File: src/hw/rtl/lmlp_pkg.sv
`default_nettype none

package lmlp_pkg;

    localparam int IDLE_WIDTH   = 32;
    localparam int LED_W        = 8;
    localparam int LOAD_W       = 7;
    localparam int MODE_W       = 2;
    localparam int POLL_W       = 8;
    localparam int EXPECT_W     = 16;
    localparam int SCALE_W      = 4;
    localparam int CFG_INDEX_W  = 8;
    localparam int CFG_DATA_W   = 16;
    localparam int SWEEP_W      = 11;
    localparam int RAND_W       = 8;
    localparam int LFSR_W       = 16;
    localparam int POS_W        = 4;
    localparam int PRODUCT_W    = EXPECT_W + SCALE_W;

    localparam int LOAD_MAX     = 100;
    localparam int SWEEP_WRAP   = 1400;
    localparam int SWEEP_SLOT   = 100;
    localparam int SWEEP_SLOTS  = SWEEP_WRAP / SWEEP_SLOT;
    localparam int RANDOM_LIMIT = 100;
    localparam int CYLON_GAIN   = 97;
    localparam int CYLON_BASE   = 3;
    localparam int RANDOM_GAIN  = 96;
    localparam int RANDOM_BASE  = 4;
    localparam int LOAD_CODES   = 2 ** LOAD_W;

    localparam logic [LFSR_W-1:0] LFSR_TAPS  = 16'hB400;
    localparam logic [LFSR_W-1:0] LFSR_SEED  = 16'h0001;

    // Configuration register indexes.
    localparam logic [CFG_INDEX_W-1:0] CFG_MODE     = 8'd0;
    localparam logic [CFG_INDEX_W-1:0] CFG_POLL     = 8'd1;
    localparam logic [CFG_INDEX_W-1:0] CFG_EXPECTED = 8'd2;
    localparam logic [CFG_INDEX_W-1:0] CFG_SCALE    = 8'd3;

    localparam logic [POLL_W-1:0]   POLL_RESET     = 8'd25;
    localparam logic [EXPECT_W-1:0] EXPECTED_RESET = 16'd50;
    localparam logic [SCALE_W-1:0]  SCALE_RESET    = 4'd2;

    typedef enum logic [MODE_W-1:0] {
        MODE_BARGRAPH = 2'd0,
        MODE_CYLON    = 2'd1,
        MODE_RANDOM   = 2'd2,
        MODE_OFF      = 2'd3
    } mode_t;

    typedef struct packed {
        logic              step;
        mode_t             mode;
        logic [LOAD_W-1:0] load;
    } gen_ctrl_t;

    typedef logic [LOAD_W-1:0] step_table_t [LOAD_CODES];
    typedef logic [LED_W-1:0]  led_table_t  [LOAD_CODES];
    typedef logic [LED_W-1:0]  fill_table_t [8];
    typedef logic [LED_W-1:0]  cylon_table_t [SWEEP_SLOTS];

    localparam fill_table_t FILL_TABLE = '{
        8'h00, 8'h80, 8'hC0, 8'hE0, 8'hF8, 8'hFC, 8'hFE, 8'hFF
    };

    // One lit LED bouncing left to right and back over fourteen positions.
    localparam cylon_table_t CYLON_LED = '{
        8'h80, 8'h40, 8'h20, 8'h10, 8'h08, 8'h04, 8'h02,
        8'h01, 8'h02, 8'h04, 8'h08, 8'h10, 8'h20, 8'h40
    };

    function automatic step_table_t build_step_table(input int gain, input int base);
        step_table_t t;
        for (int i = 0; i < LOAD_CODES; i++) begin
            t[i] = LOAD_W'(base + (i * gain) / 100);
        end
        return t;
    endfunction

    function automatic led_table_t build_bar_table();
        led_table_t t;
        int         idx;
        for (int i = 0; i < LOAD_CODES; i++) begin
            idx = i / 3;
            if (idx > 7) begin
                idx = 7;
            end
            t[i] = FILL_TABLE[idx];
        end
        return t;
    endfunction

    localparam step_table_t CYLON_STEP  = build_step_table(CYLON_GAIN, CYLON_BASE);
    localparam step_table_t RANDOM_STEP = build_step_table(RANDOM_GAIN, RANDOM_BASE);
    localparam led_table_t  BAR_LED     = build_bar_table();

endpackage

`default_nettype wire

File: src/hw/rtl/lmlp_pattern_gen.sv
`default_nettype none

module lmlp_pattern_gen
    import lmlp_pkg::*;
(
    input  wire logic             aclk,
    input  wire logic             aresetn,
    input  wire gen_ctrl_t        ctrl,
    output logic [LED_W-1:0]      led_bits
);

    logic [SWEEP_W-1:0] sweep_reg, sweep_next;
    logic [RAND_W-1:0]  rand_accum_reg, rand_accum_next;
    logic [LED_W-1:0]   rand_pattern_reg, rand_pattern_next;
    logic [LFSR_W-1:0]  lfsr_reg, lfsr_next;

    logic [SWEEP_W-1:0] sweep_sum;
    logic [RAND_W-1:0]  rand_sum;
    logic [LFSR_W-1:0]  lfsr_step;
    logic [POS_W-1:0]   pos;

    always_comb begin
        sweep_sum = sweep_reg + SWEEP_W'(CYLON_STEP[ctrl.load]);
        rand_sum  = rand_accum_reg + RAND_W'(RANDOM_STEP[ctrl.load]);
        lfsr_step = lfsr_reg[0] ? ((lfsr_reg >> 1) ^ LFSR_TAPS) : (lfsr_reg >> 1);

        sweep_next        = sweep_reg;
        rand_accum_next   = rand_accum_reg;
        rand_pattern_next = rand_pattern_reg;
        lfsr_next         = lfsr_reg;

        if (ctrl.step && ctrl.mode == MODE_CYLON) begin
            sweep_next = (sweep_sum >= SWEEP_W'(SWEEP_WRAP)) ? '0 : sweep_sum;
        end

        if (ctrl.step && ctrl.mode == MODE_RANDOM) begin
            if (rand_sum > RAND_W'(RANDOM_LIMIT)) begin
                rand_accum_next   = '0;
                lfsr_next         = lfsr_step;
                rand_pattern_next = lfsr_step[LED_W-1:0];
            end else begin
                rand_accum_next = rand_sum;
            end
        end

        // Position is the sweep count in hundreds, found by parallel compares.
        pos = '0;
        for (int k = 1; k < SWEEP_SLOTS; k++) begin
            pos = pos + POS_W'(sweep_next >= SWEEP_W'(k * SWEEP_SLOT));
        end

        case (ctrl.mode)
            MODE_BARGRAPH: led_bits = BAR_LED[ctrl.load];
            MODE_CYLON:    led_bits = CYLON_LED[pos];
            MODE_RANDOM:   led_bits = rand_pattern_next;
            default:       led_bits = '0;
        endcase
    end

    always_ff @(posedge aclk) begin
        if (!aresetn) begin
            sweep_reg        <= '0;
            rand_accum_reg   <= '0;
            rand_pattern_reg <= '0;
            lfsr_reg         <= LFSR_SEED;
        end else begin
            sweep_reg        <= sweep_next;
            rand_accum_reg   <= rand_accum_next;
            rand_pattern_reg <= rand_pattern_next;
            lfsr_reg         <= lfsr_next;
        end
    end

endmodule

`default_nettype wire

File: src/hw/rtl/load_meter_led_pattern_unit.sv
// An accepted input word loads into the input register and passes on to the result
// register, where its result word is valid; a stall on m_ready holds it in between.
// Throughput: one word per cycle, less when m_ready stalls; the load update and
// the pattern step both settle in the single logic stage between the two registers.
// Reset (aresetn low, synchronous) clears the pipeline, restores the
// register defaults and returns the generators to their start state.
`default_nettype none

module load_meter_led_pattern_unit
    import lmlp_pkg::*;
(
    input  wire logic                   aclk,
    input  wire logic                   aresetn,

    input  wire logic                   cfg_valid,
    output logic                        cfg_ready,
    input  wire logic [CFG_INDEX_W-1:0] cfg_index,
    input  wire logic [CFG_DATA_W-1:0]  cfg_data,

    input  wire logic                   s_valid,
    output logic                        s_ready,
    input  wire logic [IDLE_WIDTH-1:0]  s_idle_count,

    output logic                        m_valid,
    input  wire logic                   m_ready,
    output logic [LED_W-1:0]            m_led_bits,
    output logic [LOAD_W-1:0]           m_load_percent
);

    mode_t               mode_reg;
    logic [POLL_W-1:0]   poll_interval_reg;
    logic [EXPECT_W-1:0] expected_reg;
    logic [SCALE_W-1:0]  scale_reg;

    logic                  in_valid_reg;
    logic [IDLE_WIDTH-1:0] in_idle_reg;

    logic                  seeded_reg;
    logic [POLL_W-1:0]     poll_count_reg, poll_count_next;
    logic [IDLE_WIDTH-1:0] baseline_reg, baseline_next;
    logic [LOAD_W-1:0]     load_reg, load_next;

    logic                  m_valid_reg;
    logic [LED_W-1:0]      m_led_bits_reg;
    logic [LOAD_W-1:0]     m_load_percent_reg;

    logic                  advance;
    logic [IDLE_WIDTH-1:0] delta;
    logic [POLL_W:0]       poll_inc;
    logic [POLL_W-1:0]     poll_limit;
    logic [EXPECT_W-1:0]   shortfall;
    logic [PRODUCT_W-1:0]  product;
    logic [LOAD_W-1:0]     load_calc;
    gen_ctrl_t             gen_ctrl;
    logic [LED_W-1:0]      gen_leds;

    assign cfg_ready      = 1'b1;
    assign advance        = in_valid_reg && (!m_valid_reg || m_ready);
    assign s_ready        = !in_valid_reg || advance;
    assign m_valid        = m_valid_reg;
    assign m_led_bits     = m_led_bits_reg;
    assign m_load_percent = m_load_percent_reg;

    always_comb begin
        delta      = in_idle_reg - baseline_reg;
        poll_inc   = {1'b0, poll_count_reg} + 1'b1;
        poll_limit = (poll_interval_reg == '0) ? POLL_W'(1) : poll_interval_reg;
        shortfall  = expected_reg - delta[EXPECT_W-1:0];
        product    = PRODUCT_W'(shortfall) * PRODUCT_W'(scale_reg);

        // A delta at or above the expected idle count means no load at all.
        if (delta >= IDLE_WIDTH'(expected_reg)) begin
            load_calc = '0;
        end else if (product > PRODUCT_W'(LOAD_MAX)) begin
            load_calc = LOAD_W'(LOAD_MAX);
        end else begin
            load_calc = product[LOAD_W-1:0];
        end

        poll_count_next = poll_count_reg;
        baseline_next   = baseline_reg;
        load_next       = load_reg;

        if (advance) begin
            if (!seeded_reg) begin
                baseline_next = in_idle_reg;
            end else if (poll_inc >= {1'b0, poll_limit}) begin
                poll_count_next = '0;
                baseline_next   = in_idle_reg;
                load_next       = load_calc;
            end else begin
                poll_count_next = poll_inc[POLL_W-1:0];
            end
        end

        gen_ctrl.step = advance && seeded_reg;
        gen_ctrl.mode = mode_reg;
        gen_ctrl.load = load_next;
    end

    lmlp_pattern_gen u_pattern_gen (
        .aclk     (aclk),
        .aresetn  (aresetn),
        .ctrl     (gen_ctrl),
        .led_bits (gen_leds)
    );

    always_ff @(posedge aclk) begin
        if (!aresetn) begin
            mode_reg          <= MODE_CYLON;
            poll_interval_reg <= POLL_RESET;
            expected_reg      <= EXPECTED_RESET;
            scale_reg         <= SCALE_RESET;
        end else if (cfg_valid && cfg_ready) begin
            case (cfg_index)
                CFG_MODE:     mode_reg          <= mode_t'(cfg_data[MODE_W-1:0]);
                CFG_POLL:     poll_interval_reg <= cfg_data[POLL_W-1:0];
                CFG_EXPECTED: expected_reg      <= cfg_data[EXPECT_W-1:0];
                CFG_SCALE:    scale_reg         <= cfg_data[SCALE_W-1:0];
                default: ;
            endcase
        end
    end

    always_ff @(posedge aclk) begin
        if (!aresetn) begin
            in_valid_reg   <= 1'b0;
            m_valid_reg    <= 1'b0;
            seeded_reg     <= 1'b0;
            poll_count_reg <= '0;
            baseline_reg   <= '0;
            load_reg       <= '0;
        end else begin
            if (s_valid && s_ready) begin
                in_valid_reg <= 1'b1;
            end else if (advance) begin
                in_valid_reg <= 1'b0;
            end

            if (advance) begin
                m_valid_reg <= 1'b1;
                seeded_reg  <= 1'b1;
            end else if (m_ready) begin
                m_valid_reg <= 1'b0;
            end

            poll_count_reg <= poll_count_next;
            baseline_reg   <= baseline_next;
            load_reg       <= load_next;
        end
    end

    always_ff @(posedge aclk) begin
        if (s_valid && s_ready) begin
            in_idle_reg <= s_idle_count;
        end
        if (advance) begin
            // The seeding word shows dark LEDs and the load as it stood.
            m_led_bits_reg     <= seeded_reg ? gen_leds : '0;
            m_load_percent_reg <= load_next;
        end
    end

endmodule

`default_nettype wire

File: config.mk
export PLATFORM = sky130hd
export DESIGN_NAME = load_meter_led_pattern_unit
export DESIGN_NICKNAME = d
export VERILOG_FILES = /design/src/hw/rtl/lmlp_pkg.sv /design/src/hw/rtl/lmlp_pattern_gen.sv /design/src/hw/rtl/load_meter_led_pattern_unit.sv
export SDC_FILE = /design/constraint.sdc
export NUM_CORES = 1
export LEC_CHECK = 0
export ABC_AREA = 1
export BUFFER_PORTS_ARGS = -buffer_cell sky130_fd_sc_hd__buf_4
export CAP_MARGIN = 20
export CORE_MARGIN = 3
export CORE_UTILIZATION = 68
export CTS_BUF_LIST = sky130_fd_sc_hd__clkbuf_4 sky130_fd_sc_hd__clkbuf_8 sky130_fd_sc_hd__clkbuf_16
export CTS_CLUSTER_DIAMETER = 150
export DETAILED_ROUTE_END_ITERATION = 8
export PLACE_DENSITY_LB_ADDON = 0.3
export SYNTH_ARGS = -nofsm -noshare
export SYNTH_HDL_FRONTEND = slang
export SYNTH_SLANG_ARGS = --single-unit
File: constraint.sdc
create_clock -name aclk -period 36.6 [get_ports aclk]
set_input_delay 3.66 -clock aclk [delete_from_list [all_inputs] [get_ports aclk]]
set_output_delay 3.66 -clock aclk [all_outputs]
set_load 0.02 [all_outputs]
==> impl_summary.txt <==
----------------------------------------------------
[Status]
  Status ... finished, final reports clean

[STA]
  Max Clock Skew ... 0.02076 ns
  Headroom to the max-slew limit ... ~35%
  Peak clock frequency supported by timing ... 0.06590 GHz
  Slew @ Worst Pin ... 0.9778 ns
  Worst Hold Margin ... 0.4583 ns
  Post-route fraction of the period consumed by the critical path ... between 40 and 50%
  Total negative slack ... 0 ns
  RSZ-0062 raised after global routing ... no
  Hold violation count in the final report ... 0
  Final setup vio count ... 0
  Final worst path period need ... 15.18 ns
  Number of max-slew violations in the final report ... 0

[Setup path]
  Register-to-Register Setup Slack ... 21.42 ns
  Last element of the critical path ... m_led_bits[7]$_SDFFCE_PN0P_
  Maximum net fanout on the critical path ... 11
  Startpoint class of the critical path ... flop
  Data arrival time of the worst path ... 15.48 ns
  Kind of critical path ... reg -> reg
  Reg-to-reg critical path startpoint ... in_idle_reg[0]$_DFFE_PP_
  Cell with the largest stage delay on the worst path ... sky130_fd_sc_hd__fa_1
  Critical Path Start ... in_idle_reg[0]$_DFFE_PP_
  End of the worst register-to-register path ... m_led_bits[7]$_SDFFCE_PN0P_
  Type of destination of the critical path ... flop
  CP peak stage delay ... 0.55 ns
  Critical path required time ... 36.90 ns
  Worst reg2reg path depth ... 80
  Critical path's most frequent cell ... sky130_fd_sc_hd__inv_1

[Power and ir drop]
  P_int ... 0.0003540 W
  Switching share of power ... 37.80%
  Combinational group share of total power ... 31.9%
  Power density over the cells ... 36.00 mW/mm²
  Sequential share of power ... 35.4%
  Clock power share ... 32.7%
  Power dissipated by switching net loads ... 0.0002151 W
  Maximum vdd drop ... 0.00003752 V
  Static leakage power ... roughly 8.0 nW

[Synth]
  Largest cells by area after synthesis ... sky130_fd_sc_hd__dfxtp_1 17%, sky130_fd_sc_hd__nand2_1 13%, sky130_fd_sc_hd__ha_1 11%, sky130_fd_sc_hd__edfxtp_1 9.8%, sky130_fd_sc_hd__inv_1 9.4%
  Synth Area per Inst ... 6.752 µm²
  Post-synthesis async set-or-reset flop share ... 0%
  Sequential share of the synthesized area ... 26.82%
  EDFF count, synth ... 47
  Dominant register cell in the synthesized netlist ... sky130_fd_sc_hd__dfxtp_1
  Proportion of netlist area held by the largest area contributor ... 17.05%
  Number of synthesis warnings ... 0
  Unique masters post-synth ... 53
  Post-synthesis cell count ... 2,139
  Synth Register Bits ... 170
  Cell area after synthesis ... 0.01444 mm²
  Largest area contributor in the netlist ... sky130_fd_sc_hd__dfxtp_1
  Net count after synthesis ... 2,366

[Layout]
  Final layout net count ... 2,421
  Leading cell types in the layout, fill and taps excluded ... 496 x sky130_fd_sc_hd__nand2_1, 360 x sky130_fd_sc_hd__inv_1, 216 x sky130_fd_sc_hd__nor2_1, 180 x sky130_fd_sc_hd__a21oi_1, 127 x sky130_fd_sc_hd__ha_1
  Share of layout cells above drive strength 1 ... 8.156%
  Cell area after layout ... 0.01581 mm²
  Most common cell after layout, fill and taps aside ... sky130_fd_sc_hd__nand2_1
  Share of the core filled with cells in the final layout ... 76.88%
  Count of antenna diodes in the layout ... 0
  Synth-to-layout area growth ... 9.443%

[Clock tree]
  Number of buffers added by the clock tree synthesis step ... 17
  Number of buffers on the longest clock path ... 2
  Cells resized by post-CTS repair ... 0
  Number of buffers inserted by post-CTS setup repair ... 0
  Level count of the clock H-tree ... 4
  Root buf cell ... sky130_fd_sc_hd__clkbuf_16
  TritonCTS clock tree ... yes
  Number of sinks driven by the clock tree ... 170
  Clk pin slew, worst setup/hold paths ... 0.08 ns
  Latest clock arrival within the worst-skew pair ... roughly 0.44 ns
  Hold-fix buffer count after cts ... 0

[Die]
  Total Die Area ... approximately 0.023 mm²
  Core area ... ~0.021 mm²
  Die boundary height ... 151.7 µm
  Chip width ... 151.7 µm
  Num rows ... 52
  Initial cell density of the core ... a little over two thirds
  Total I/O pin count ... 79

[Route]
  Per-cell via count in the routed design ... around 5.8
  First drt pass iteration count ... 6
  Number of routed nets with antenna violations ... 0
  DRT Wirelength ... just under 40,000 µm
  Detailed router's first-iteration violation count ... 1,265
  Mean routed wirelength per cell ... 15.55 µm
  Detailed-route via count ... 14,280
  Count of unresolved DRC violations after routing ... 0

[GRT]
  Total global routing track utilization ... approximately 33%
  First-pass GRT wire length ... roughly 62,000 µm
  Vias in the first global route ... roughly 13,000
  Maximum number of pins on one net before global-route repair ... 73
  Number of antenna violations at the first check in global routing ... 0
  Total global routing overflow ... 0

[Place]
  Detailed-placement wirelength estimate ... about 30,000 µm
  PortBufs ... 77
  Cell area reported after detailed placement ... 0.01518 mm²
  Final weighted congestion in routability-driven placement ... about 1.0

[Job]
  Number of max-cap violations ... 0

[Worst hold path]
  Worst hold path type ... reg -> reg
  Count of cells along the worst hold path ... 2

----------------------------------------------------
cells by family after synthesis:
| family | after synthesis | share of synthesized area, % |
|---|---|---|
| compound gates | 384 | 14.55 |
| xor+xnor | 53 | 3.214 |
| fa+ha+maj | 166 | 16.41 |
| buf+inv | 427 | 11.36 |
| flops | 170 | 26.82 |
| other cells | 1 | 0.02596 |
| simple gates | 938 | 27.63 |
power groups by stage:
stage               logic (W)  clock network, W  registers, W
global placement     0.000172                 0      0.000206
finish               0.000182          0.000186      0.000202
CTS                  0.000178          0.000186      0.000202
global route         0.000203          0.000195      0.000202
floorplan            0.000130                 0      0.000206
detailed placement   0.000177                 0      0.000206
metrics by stage:
stage               setup WS, ns   power, W  instances
global route               20.11  0.0005999       2477
global placement           22.04  0.0003773       2444
finish                     21.42  0.0005691       2477
CTS                        21.71  0.0005654       2476
floorplan                  23.58  0.0003359       2139
detailed placement         21.77  0.0003825       2444
critical path, delay by kind of cell (launching register included):
| kind | cells | cell delay, ns |
|---|---|---|
| DFF | 1 | 0.37 |
| xor gates and xnor gates | 3 | 0.60 |
| buffers and inverters | 18 | 1.90 |
| and+or+nand+nor | 26 | 3.34 |
| adders and majority gates | 14 | 5.65 |
| AOI/OAI and AO/OA | 19 | 3.18 |
synth_stat cells, types with 4 or more instances:
cell                       instances
sky130_fd_sc_hd__or2_2             9
sky130_fd_sc_hd__nor2_2           10
sky130_fd_sc_hd__clkbuf_1         33
sky130_fd_sc_hd__a21oi_2           4
sky130_fd_sc_hd__xor2_1           38
sky130_fd_sc_hd__nand4_1          29
sky130_fd_sc_hd__buf_4             5
sky130_fd_sc_hd__nand3b_1         11
sky130_fd_sc_hd__a21oi_1         180
sky130_fd_sc_hd__nand3_2           4
sky130_fd_sc_hd__nor3_1           15
sky130_fd_sc_hd__nand2_1         497
sky130_fd_sc_hd__o31ai_1           4
sky130_fd_sc_hd__nand3_1         116
sky130_fd_sc_hd__ha_1            127
sky130_fd_sc_hd__o21bai_1          8
sky130_fd_sc_hd__o21ai_0         126
sky130_fd_sc_hd__clkinv_1          6
sky130_fd_sc_hd__nand2_2          16
sky130_fd_sc_hd__fa_1             39
sky130_fd_sc_hd__o21ai_1          16
sky130_fd_sc_hd__inv_1           360
sky130_fd_sc_hd__o211ai_1         17
sky130_fd_sc_hd__a32oi_1           7
sky130_fd_sc_hd__nor4_1            4
sky130_fd_sc_hd__a31oi_1           4
sky130_fd_sc_hd__a21o_1            6
sky130_fd_sc_hd__dfxtp_1         123
sky130_fd_sc_hd__edfxtp_1         47
sky130_fd_sc_hd__inv_2            16
sky130_fd_sc_hd__nor2_1          216
sky130_fd_sc_hd__xnor2_1          15
final cells by class:
cell class | count | area (µm²)
clock buffers | 17 | 425.4
inverters | 382 | 1434
clock inverters | 15 | 183.9
well taps | 270 | 337.8
flip-flops and latches | 170 | 3874
fillers | 1623 | 4753
repair buffers | 81 | 620.6
multi-input cells | 1542 | 8931
worst min path at each step:
| stage | startpoint | endpoint | slack (ns) |
|---|---|---|---|
| after floorplan | u_pattern_gen.rand_accum_reg[7]$_SDFFE_PN0P_ | u_pattern_gen.rand_accum_reg[7]$_SDFFE_PN0P_ | 0.43 |
| after global placement | u_pattern_gen.rand_accum_reg[7]$_SDFFE_PN0P_ | u_pattern_gen.rand_accum_reg[7]$_SDFFE_PN0P_ | 0.44 |
| after detailed placement | u_pattern_gen.rand_accum_reg[7]$_SDFFE_PN0P_ | u_pattern_gen.rand_accum_reg[7]$_SDFFE_PN0P_ | 0.45 |
| after CTS | u_pattern_gen.rand_accum_reg[7]$_SDFFE_PN0P_ | u_pattern_gen.rand_accum_reg[7]$_SDFFE_PN0P_ | 0.46 |
| after global routing | u_pattern_gen.rand_accum_reg[7]$_SDFFE_PN0P_ | u_pattern_gen.rand_accum_reg[7]$_SDFFE_PN0P_ | 0.47 |
| final | u_pattern_gen.rand_accum_reg[7]$_SDFFE_PN0P_ | u_pattern_gen.rand_accum_reg[7]$_SDFFE_PN0P_ | 0.46 |
per-layer routing:
| layer | global-route usage, % | share of wire [%] | vias to the layer above |
|---|---|---|---|
| met5 | 0 | 0 | - |
| met4 | 13.25 | 4.1 | 0 |
| met3 | 6.960 | 9.8 | 121 |
| met2 | 54.78 | 45 | 715 |
| met1 | 42.95 | 41 | 6467 |
| li1 | - | - | 6975 |
No activity file was read; power rests on OpenSTA's default activity.
